===== src/sv/arqswt_pkg.sv =====
// shared types, constants and helpers of the arq sequence window tracker
`default_nettype none
package arqswt_pkg;

  localparam int SEQ_SPACE = 255;
  localparam int SEQ_W     = $clog2(SEQ_SPACE);
  localparam int CNT_W     = $clog2(SEQ_SPACE + 1);
  localparam int FIFO_DEPTH = 2;
  localparam int FIFO_AW    = $clog2(FIFO_DEPTH);

  typedef logic [SEQ_W-1:0] seq_t;
  typedef logic [CNT_W-1:0] cnt_t;

  typedef enum logic [1:0] {
    ST_OK      = 2'd0,
    ST_FULL    = 2'd1,
    ST_NOT_OUT = 2'd2
  } status_t;

  // classified command handed from front to back
  typedef enum logic [1:0] {
    OP_ALLOC    = 2'd0,
    OP_RELEASE  = 2'd1,
    OP_ERR_FULL = 2'd2,
    OP_ERR_REL  = 2'd3
  } op_t;

  typedef struct packed {
    op_t  op;
    seq_t seq;
  } cmd_entry_t;

  // window state the back exports to the front for classification
  typedef struct packed {
    seq_t oldest;
    cnt_t count;
  } win_state_t;

  typedef enum logic [1:0] {
    BK_IDLE,
    BK_RD,
    BK_CHK
  } bk_state_t;

  function automatic seq_t wrap_inc(seq_t n);
    return (n == seq_t'(SEQ_SPACE - 1)) ? '0 : n + seq_t'(1);
  endfunction

endpackage
`default_nettype wire


===== src/sv/arqswt_fifo.sv =====
// short command queue between front and back
`default_nettype none
module arqswt_fifo (
  input  wire                      clk,
  input  wire                      rst_n,
  input  wire                      push,
  input  arqswt_pkg::cmd_entry_t   push_data,
  input  wire                      pop,
  output arqswt_pkg::cmd_entry_t   pop_data,
  output logic                     empty
);

  arqswt_pkg::cmd_entry_t mem_r [arqswt_pkg::FIFO_DEPTH];
  logic [arqswt_pkg::FIFO_AW-1:0] wr_ptr_r, wr_ptr_nxt;
  logic [arqswt_pkg::FIFO_AW-1:0] rd_ptr_r, rd_ptr_nxt;
  logic [arqswt_pkg::FIFO_AW:0]   cnt_r, cnt_nxt;

  function automatic logic [arqswt_pkg::FIFO_AW-1:0] ptr_inc(
    logic [arqswt_pkg::FIFO_AW-1:0] p);
    return (p == arqswt_pkg::FIFO_AW'(arqswt_pkg::FIFO_DEPTH - 1)) ?
           '0 : p + arqswt_pkg::FIFO_AW'(1);
  endfunction

  always_comb begin
    wr_ptr_nxt = push ? ptr_inc(wr_ptr_r) : wr_ptr_r;
    rd_ptr_nxt = pop  ? ptr_inc(rd_ptr_r) : rd_ptr_r;
    cnt_nxt    = cnt_r + (arqswt_pkg::FIFO_AW+1)'(push) - (arqswt_pkg::FIFO_AW+1)'(pop);
  end

  always_ff @(posedge clk) begin
    if (!rst_n) begin
      wr_ptr_r <= '0;
      rd_ptr_r <= '0;
      cnt_r    <= '0;
    end else begin
      wr_ptr_r <= wr_ptr_nxt;
      rd_ptr_r <= rd_ptr_nxt;
      cnt_r    <= cnt_nxt;
    end
  end

  always_ff @(posedge clk) begin
    if (push) begin
      mem_r[wr_ptr_r] <= push_data;
    end
  end

  assign pop_data = mem_r[rd_ptr_r];
  assign empty    = (cnt_r == '0);

endmodule
`default_nettype wire


===== src/sv/arqswt_front.sv =====
// command acceptance and classification against the current window
`default_nettype none
module arqswt_front (
  input  wire                      clk,
  input  wire                      rst_n,
  input  wire                      start,
  output logic                     busy,
  input  wire                      in_cmd,
  input  wire  [7:0]               in_seq_no,
  input  arqswt_pkg::win_state_t   win_st,
  input  arqswt_pkg::cnt_t         eff_win,
  input  wire                      done,
  output logic                     push,
  output arqswt_pkg::cmd_entry_t   push_data
);

  logic busy_r, busy_nxt;
  arqswt_pkg::seq_t seq;
  arqswt_pkg::seq_t seq_off;

  always_comb begin
    push = start && !busy_r;
    seq  = in_seq_no[arqswt_pkg::SEQ_W-1:0];
    // distance from the oldest number, modulo the sequence space
    seq_off = (seq >= win_st.oldest) ? seq - win_st.oldest :
              seq - win_st.oldest + arqswt_pkg::seq_t'(arqswt_pkg::SEQ_SPACE);

    push_data.seq = seq;
    if (!in_cmd) begin
      push_data.op = (win_st.count >= eff_win) ? arqswt_pkg::OP_ERR_FULL :
                                                 arqswt_pkg::OP_ALLOC;
    end else if (in_seq_no >= 8'(arqswt_pkg::SEQ_SPACE)) begin
      push_data.op = arqswt_pkg::OP_ERR_REL;
    end else if (arqswt_pkg::CNT_W'(seq_off) >= win_st.count) begin
      push_data.op = arqswt_pkg::OP_ERR_REL;
    end else begin
      push_data.op = arqswt_pkg::OP_RELEASE;
    end

    busy_nxt = busy_r;
    if (push) begin
      busy_nxt = 1'b1;
    end else if (done) begin
      busy_nxt = 1'b0;
    end
  end

  always_ff @(posedge clk) begin
    if (!rst_n) begin
      busy_r <= 1'b0;
    end else begin
      busy_r <= busy_nxt;
    end
  end

  assign busy = busy_r;

endmodule
`default_nettype wire


===== src/sv/arqswt_back.sv =====
// window state, done flags, retirement sequencer and result register
`default_nettype none
module arqswt_back (
  input  wire                      clk,
  input  wire                      rst_n,
  input  arqswt_pkg::cmd_entry_t   q_data,
  input  wire                      q_empty,
  output logic                     q_pop,
  input  arqswt_pkg::cnt_t         eff_win,
  output arqswt_pkg::win_state_t   win_st,
  output logic                     done,
  output logic                     out_valid,
  output logic [7:0]               out_alloc_seq_no,
  output logic [1:0]               out_status,
  output logic [7:0]               out_outstanding,
  output logic                     out_available
);

  arqswt_pkg::bk_state_t state_r, state_nxt;
  arqswt_pkg::seq_t next_r, next_nxt;
  arqswt_pkg::seq_t oldest_r, oldest_nxt;
  arqswt_pkg::cnt_t count_r, count_nxt;

  logic                             done_mem [arqswt_pkg::SEQ_SPACE];
  logic [arqswt_pkg::SEQ_SPACE-1:0] done_vld_r;
  logic                             rd_r;

  logic             we;
  arqswt_pkg::seq_t waddr;
  logic             wdata;

  arqswt_pkg::seq_t    res_alloc;
  arqswt_pkg::status_t res_status;
  arqswt_pkg::cnt_t    res_count;

  logic                out_valid_r;
  arqswt_pkg::seq_t    alloc_r;
  arqswt_pkg::status_t status_r;
  arqswt_pkg::cnt_t    outst_r;
  logic                avail_r;

  always_comb begin
    state_nxt  = state_r;
    next_nxt   = next_r;
    oldest_nxt = oldest_r;
    count_nxt  = count_r;
    q_pop      = 1'b0;
    done       = 1'b0;
    we         = 1'b0;
    waddr      = next_r;
    wdata      = 1'b0;
    res_alloc  = '0;
    res_status = arqswt_pkg::ST_OK;
    res_count  = count_r;

    case (state_r)
      arqswt_pkg::BK_IDLE: begin
        if (!q_empty) begin
          q_pop = 1'b1;
          case (q_data.op)
            arqswt_pkg::OP_ALLOC: begin
              we        = 1'b1;
              waddr     = next_r;
              wdata     = 1'b0;
              next_nxt  = arqswt_pkg::wrap_inc(next_r);
              count_nxt = count_r + arqswt_pkg::cnt_t'(1);
              res_alloc = next_r;
              res_count = count_nxt;
              done      = 1'b1;
            end
            arqswt_pkg::OP_RELEASE: begin
              we        = 1'b1;
              waddr     = q_data.seq;
              wdata     = 1'b1;
              state_nxt = arqswt_pkg::BK_RD;
            end
            arqswt_pkg::OP_ERR_FULL: begin
              res_status = arqswt_pkg::ST_FULL;
              done       = 1'b1;
            end
            default: begin
              res_status = arqswt_pkg::ST_NOT_OUT;
              done       = 1'b1;
            end
          endcase
        end
      end
      arqswt_pkg::BK_RD: begin
        // flag of the oldest number lands in rd_r at the end of this cycle
        state_nxt = arqswt_pkg::BK_CHK;
      end
      arqswt_pkg::BK_CHK: begin
        if (count_r != '0 && rd_r) begin
          we         = 1'b1;
          waddr      = oldest_r;
          wdata      = 1'b0;
          oldest_nxt = arqswt_pkg::wrap_inc(oldest_r);
          count_nxt  = count_r - arqswt_pkg::cnt_t'(1);
          state_nxt  = arqswt_pkg::BK_RD;
        end else begin
          done      = 1'b1;
          state_nxt = arqswt_pkg::BK_IDLE;
        end
      end
      default: begin
        state_nxt = arqswt_pkg::BK_IDLE;
      end
    endcase
  end

  always_ff @(posedge clk) begin
    if (!rst_n) begin
      state_r     <= arqswt_pkg::BK_IDLE;
      next_r      <= '0;
      oldest_r    <= '0;
      count_r     <= '0;
      done_vld_r  <= '0;
      out_valid_r <= 1'b0;
    end else begin
      state_r     <= state_nxt;
      next_r      <= next_nxt;
      oldest_r    <= oldest_nxt;
      count_r     <= count_nxt;
      out_valid_r <= done;
      if (we) begin
        done_vld_r[waddr] <= 1'b1;
      end
    end
  end

  // done flag store, an entry never written reads as cleared
  always_ff @(posedge clk) begin
    if (we) begin
      done_mem[waddr] <= wdata;
    end
    rd_r <= done_mem[oldest_r] & done_vld_r[oldest_r];
  end

  always_ff @(posedge clk) begin
    if (done) begin
      alloc_r  <= res_alloc;
      status_r <= res_status;
      outst_r  <= res_count;
      avail_r  <= (res_count < eff_win);
    end
  end

  assign win_st           = '{oldest: oldest_r, count: count_r};
  assign out_valid        = out_valid_r;
  assign out_alloc_seq_no = 8'(alloc_r);
  assign out_status       = status_r;
  assign out_outstanding  = 8'(outst_r);
  assign out_available    = avail_r;

endmodule
`default_nettype wire


===== src/sv/arq_sequence_window_tracker.sv =====
// arq sequence window tracker: top level with window register and checks
// an item is taken when start is high and busy low; busy stays high until its result
// allocate and error results go through the queue to the registered out_valid strobe,
// and busy drops together with it, so a new command waits for the last one's result
// a release then retires the done entries from the oldest on, the work of the
// retirement sequencer reading one done flag at a time from its store
// synchronous reset clears counters, done flags and the queue; window reset value is 8
`default_nettype none
module arq_sequence_window_tracker (
  input  wire        clk,
  input  wire        rst_n,
  input  wire        start,
  output logic       busy,
  input  wire        in_cmd,
  input  wire  [7:0] in_seq_no,
  output logic       out_valid,
  output logic [7:0] out_alloc_seq_no,
  output logic [1:0] out_status,
  output logic [7:0] out_outstanding,
  output logic       out_available,
  input  wire        cfg_we,
  input  wire  [7:0] cfg_wdata
);

  logic [7:0]             win_r;
  arqswt_pkg::cnt_t       eff_win;
  arqswt_pkg::win_state_t win_st;
  arqswt_pkg::cmd_entry_t push_data;
  arqswt_pkg::cmd_entry_t q_data;
  logic                   push;
  logic                   q_pop;
  logic                   q_empty;
  logic                   done;

  always_ff @(posedge clk) begin
    if (!rst_n) begin
      win_r <= 8'd8;
    end else if (cfg_we) begin
      win_r <= cfg_wdata;
    end
  end

  // window never exceeds the sequence space
  assign eff_win = (win_r > 8'(arqswt_pkg::SEQ_SPACE)) ?
                   arqswt_pkg::cnt_t'(arqswt_pkg::SEQ_SPACE) :
                   arqswt_pkg::cnt_t'(win_r);

  arqswt_front u_front (
    .clk       (clk),
    .rst_n     (rst_n),
    .start     (start),
    .busy      (busy),
    .in_cmd    (in_cmd),
    .in_seq_no (in_seq_no),
    .win_st    (win_st),
    .eff_win   (eff_win),
    .done      (done),
    .push      (push),
    .push_data (push_data)
  );

  arqswt_fifo u_fifo (
    .clk       (clk),
    .rst_n     (rst_n),
    .push      (push),
    .push_data (push_data),
    .pop       (q_pop),
    .pop_data  (q_data),
    .empty     (q_empty)
  );

  arqswt_back u_back (
    .clk              (clk),
    .rst_n            (rst_n),
    .q_data           (q_data),
    .q_empty          (q_empty),
    .q_pop            (q_pop),
    .eff_win          (eff_win),
    .win_st           (win_st),
    .done             (done),
    .out_valid        (out_valid),
    .out_alloc_seq_no (out_alloc_seq_no),
    .out_status       (out_status),
    .out_outstanding  (out_outstanding),
    .out_available    (out_available)
  );

  // a result only follows a transfer still in flight
  a_result_needs_busy: assert property (@(posedge clk) disable iff (!rst_n)
    out_valid |-> $past(busy))
    else $error("result strobe without a pending transfer");

  // an accepted transfer keeps busy high in the next cycle
  a_accept_sets_busy: assert property (@(posedge clk) disable iff (!rst_n)
    (start && !busy) |=> busy)
    else $error("busy not raised after accept");

  // failed commands hand out no number
  a_err_no_alloc: assert property (@(posedge clk) disable iff (!rst_n)
    (out_valid && out_status != arqswt_pkg::ST_OK) |-> (out_alloc_seq_no == 8'd0))
    else $error("number handed out on a failed command");

  // queue never holds work while the front is idle
  a_queue_idle: assert property (@(posedge clk) disable iff (!rst_n)
    (!busy) |-> q_empty)
    else $error("queued command without a pending transfer");

endmodule
`default_nettype wire

===== config.mk =====
export PLATFORM = sky130hd
export DESIGN_NAME = arq_sequence_window_tracker
export DESIGN_NICKNAME = d
export VERILOG_FILES = /design/src/sv/arqswt_pkg.sv /design/src/sv/arqswt_fifo.sv /design/src/sv/arqswt_front.sv /design/src/sv/arqswt_back.sv /design/src/sv/arq_sequence_window_tracker.sv
export SDC_FILE = /design/constraint.sdc
export NUM_CORES = 1
export LEC_CHECK = 0
export BUFFER_PORTS_ARGS = -buffer_cell sky130_fd_sc_hd__buf_2
export CORE_ASPECT_RATIO = 0.5
export CORE_UTILIZATION = 30
export CTS_BUF_LIST = sky130_fd_sc_hd__clkbuf_4 sky130_fd_sc_hd__clkbuf_8
export DETAILED_ROUTE_END_ITERATION = 6
export PLACE_DENSITY = 0.49
export SLEW_MARGIN = 20
export SYNTH_ARGS = -nofsm -noshare
export SYNTH_HDL_FRONTEND = slang
export SYNTH_HIERARCHICAL = 1
export SYNTH_SLANG_ARGS = --single-unit
export TNS_END_PERCENT = 30

===== constraint.sdc =====
create_clock -name clk -period 5.9 [get_ports clk]
set_input_delay 1.475 -clock clk [delete_from_list [all_inputs] [get_ports clk]]
set_output_delay 1.475 -clock clk [all_outputs]
set_load 0.02 [all_outputs]

==> run metrics <==
initial core utilization 0.306; Nets 2132; Worst VDD drop roughly 0.26 mV; CTS max path bufs 3; H-tree depth 3; Startpoint Class register; Max Cap Viol 0; WP data required 6.28 ns; vias in the first global route roughly 17000; via count 16900; CTS tree yes; net count after synthesis 2106; Post-CTS Resized 0; post-synth top area cell edfxtp_1; layout cells sized above 1 0.196; Die W 417 um; status finished clean; register area about 0.015 mm^2; Yosys top cell area share 0.341; first-pass GRT wire length 113000 um; Slew HR 0.0295; GRT Util Overall 0.176; cells after synthesis just over 2000; async set-reset flop share out of synthesis 0; worst min-delay path class reg2reg; total CTS buffers 95; Leakage Power a little under 10 nW; Tcrit/Tclk final 0.731; root buffer cell clkbuf_8; Hold WS 0.459 ns; Critical Path End Type register; Detail Route Antenna Nets 0; Avg WL per Cell 23.2 um; Die H about 210 um; Worst-Margin Slew between 1 and 1.5 ns; First-pass DRT Iterations 5; RSZ-0062 raised after global routing false; initial DRC count 1421; Pins Over Slew Limit 0; multi-input logic area 0.0101 mm^2; num ports 42; most frequent cell after synthesis dfxtp_1; n_diodes 0; Clock Sink Count 599; final setup TNS 0 ns; GRT overflow 0; fill count 8362; final wirelength around 77000 um; Area contributors post-synth edfxtp_1 (34%), dfxtp_1 (24%), mux4_2 (10%); Area Growth Syn to Fin 13.1%; CP arrival about 4.7 ns; DRC viols 0; clk_lat worst skew ~0.70 ns; Rows 75; total power per unit cell area approximately 330 mW/mm^2; endpoints failing hold 0; sequential share of the synthesized area 0.578; synth cell count leaders dfxtp_1 (305), edfxtp_1 (294), nor2_1 (262); initial antenna violation count 1; Util after Layout 0.346; Die ar. 0.0874 mm^2; critical path type reg2reg; placer congestion estimate 0.830; Synth Warn # 6; Avg Inst Size Synth 12.6 um^2; HPWL after DPL 47400 um; final setup fails 0; synth unique cells 83; cts hold-fix bufs 0; Period minus WS final 4.31 ns; Fmax 0.232 GHz; crit path max fanout 16; clock slew at reported path FFs 0.06 ns; Port-buffer cells 41; main flop type after synthesis dfxtp_1; core area 0.0845 mm^2; Cell Area, Synth 0.0259 mm^2; Yosys reg bits 599; Final Skew 0.0269 ns; largest net degree at the start of global routing approximately 260; number of enable flip-flop cells after synthesis 294; postcts setup bufs 0; vias per cell 5.13
==> layer usage <==
layer / vias to the layer above / track usage / share of wire
li1: 7690 / - / -
met3: 97 / 0.0318 / 0.057
met4: 0 / 0.0465 / 0.020
met1: 8684 / 0.250 / 0.47
met5: - / 0 / 0
met2: 469 / 0.275 / 0.45
==> cell families (layout without fill, tap and decap cells) <==
kind of cell | count (synthesis) | after routing | share of synthesized area
flip-flops | 599 | 599 | 0.578
XOR/XNOR | 35 | 35 | 0.0124
adder cells (fa/ha/maj) | 41 | 41 | 0.0201
AO/OA/AOI/OAI | 416 | 416 | 0.120
multiplexers | 203 | 203 | 0.137
buffers and inverters | 197 | 302 | 0.0329
AND/OR/NAND/NOR | 553 | 553 | 0.100
==> sequential cells by signal, summed over array words and instances (netlist names), 2 cells and up, named ones only <==
register / flops
u_back/count_r: 8
u_back/out_outstanding: 8
u_back/out_alloc_seq_no: 8
u_fifo/cnt_r: 2
u_fifo/mem_r: 20
u_back/done_vld_r: 255
u_back/out_status: 2
u_back/state_r: 2
win_r: 8
u_back/next_r: 8
u_back/oldest_r: 8
u_back/done_mem: 255
==> placed cells by master, fill, tap and decap left out, types with 10 or more instances in the layout <==
master / count
a21o_1: 10
a21oi_1: 36
and2_1: 12
and3_1: 13
buf_2: 40
buf_4: 33
clkbuf_4: 45
clkbuf_8: 109
clkinv_2: 10
dfxtp_1: 300
edfxtp_1: 294
ha_1: 40
inv_1: 46
mux2_2: 13
mux2i_1: 71
mux4_2: 119
nand2_1: 61
nand3_1: 39
nand4_1: 24
nor2_1: 262
nor2b_1: 22
nor3_1: 53
nor4_1: 19
o21a_1: 257
o21ai_0: 27
o22ai_1: 11
xnor2_1: 15
xor2_1: 19
==> final cells by class <==
class                      instances  area share
inverter                          49     0.00642
clock inverter                    22     0.00646
tap                             1155      0.0494
timing repair buffer              77      0.0179
sequential                       599       0.511
clock buffer                     154      0.0629
multi-input combinational       1248       0.346
==> stage by stage <==
stage / instances / instance area [um^2] / worst slack [ns] / total power (W)
4_1_cts: 3304 / 29200 / 1.59 / 0.00980
3_3_place_gp: 3128 / 27200 / 1.34 / 0.00600
5_1_grt: 3304 / 29200 / 1.31 / 0.0101
3_5_place_dp: 3128 / 27200 / 1.32 / 0.00601
2_1_floorplan: 2044 / 25900 / 0.875 / 0.00558
6_report: 3304 / 29200 / 1.59 / 0.00971
==> worst max-delay path, stage by stage, from the launching register on <==
cell and delay, ns:
dfxtp_1 0.53, inv_1 0.15, ha_1 0.26, nand2b_1 0.21, o311a_1 0.64, a21oi_4 0.30, a2111oi_2 0.55, nand3_1 0.69
buf_4 0.46, nor2_1 0.19
==> final timing paths <==
check             cells after the start                           startpoint                             endpoint  slack (ns)
setup / recovery                      9       u_back/count_r[0]$_SDFFE_PN0P_       u_back/done_mem[228]$_DFFE_PP_        1.59
hold reg to reg                       1  u_back/done_vld_r[210]$_SDFFE_PN0P_  u_back/done_vld_r[210]$_SDFFE_PN0P_        0.46
hold / removal                        1  u_back/done_vld_r[210]$_SDFFE_PN0P_  u_back/done_vld_r[210]$_SDFFE_PN0P_        0.46
setup reg to reg                      9       u_back/count_r[0]$_SDFFE_PN0P_       u_back/done_mem[228]$_DFFE_PP_        1.59
==> where the power goes <==
group | switching [W] | internal, W
clock | 0.00168 | 0.00210
sequential | 0.0000733 | 0.00463
combinational | 0.000900 | 0.000327
Note: power is estimated with default switching activity, not from simulation.
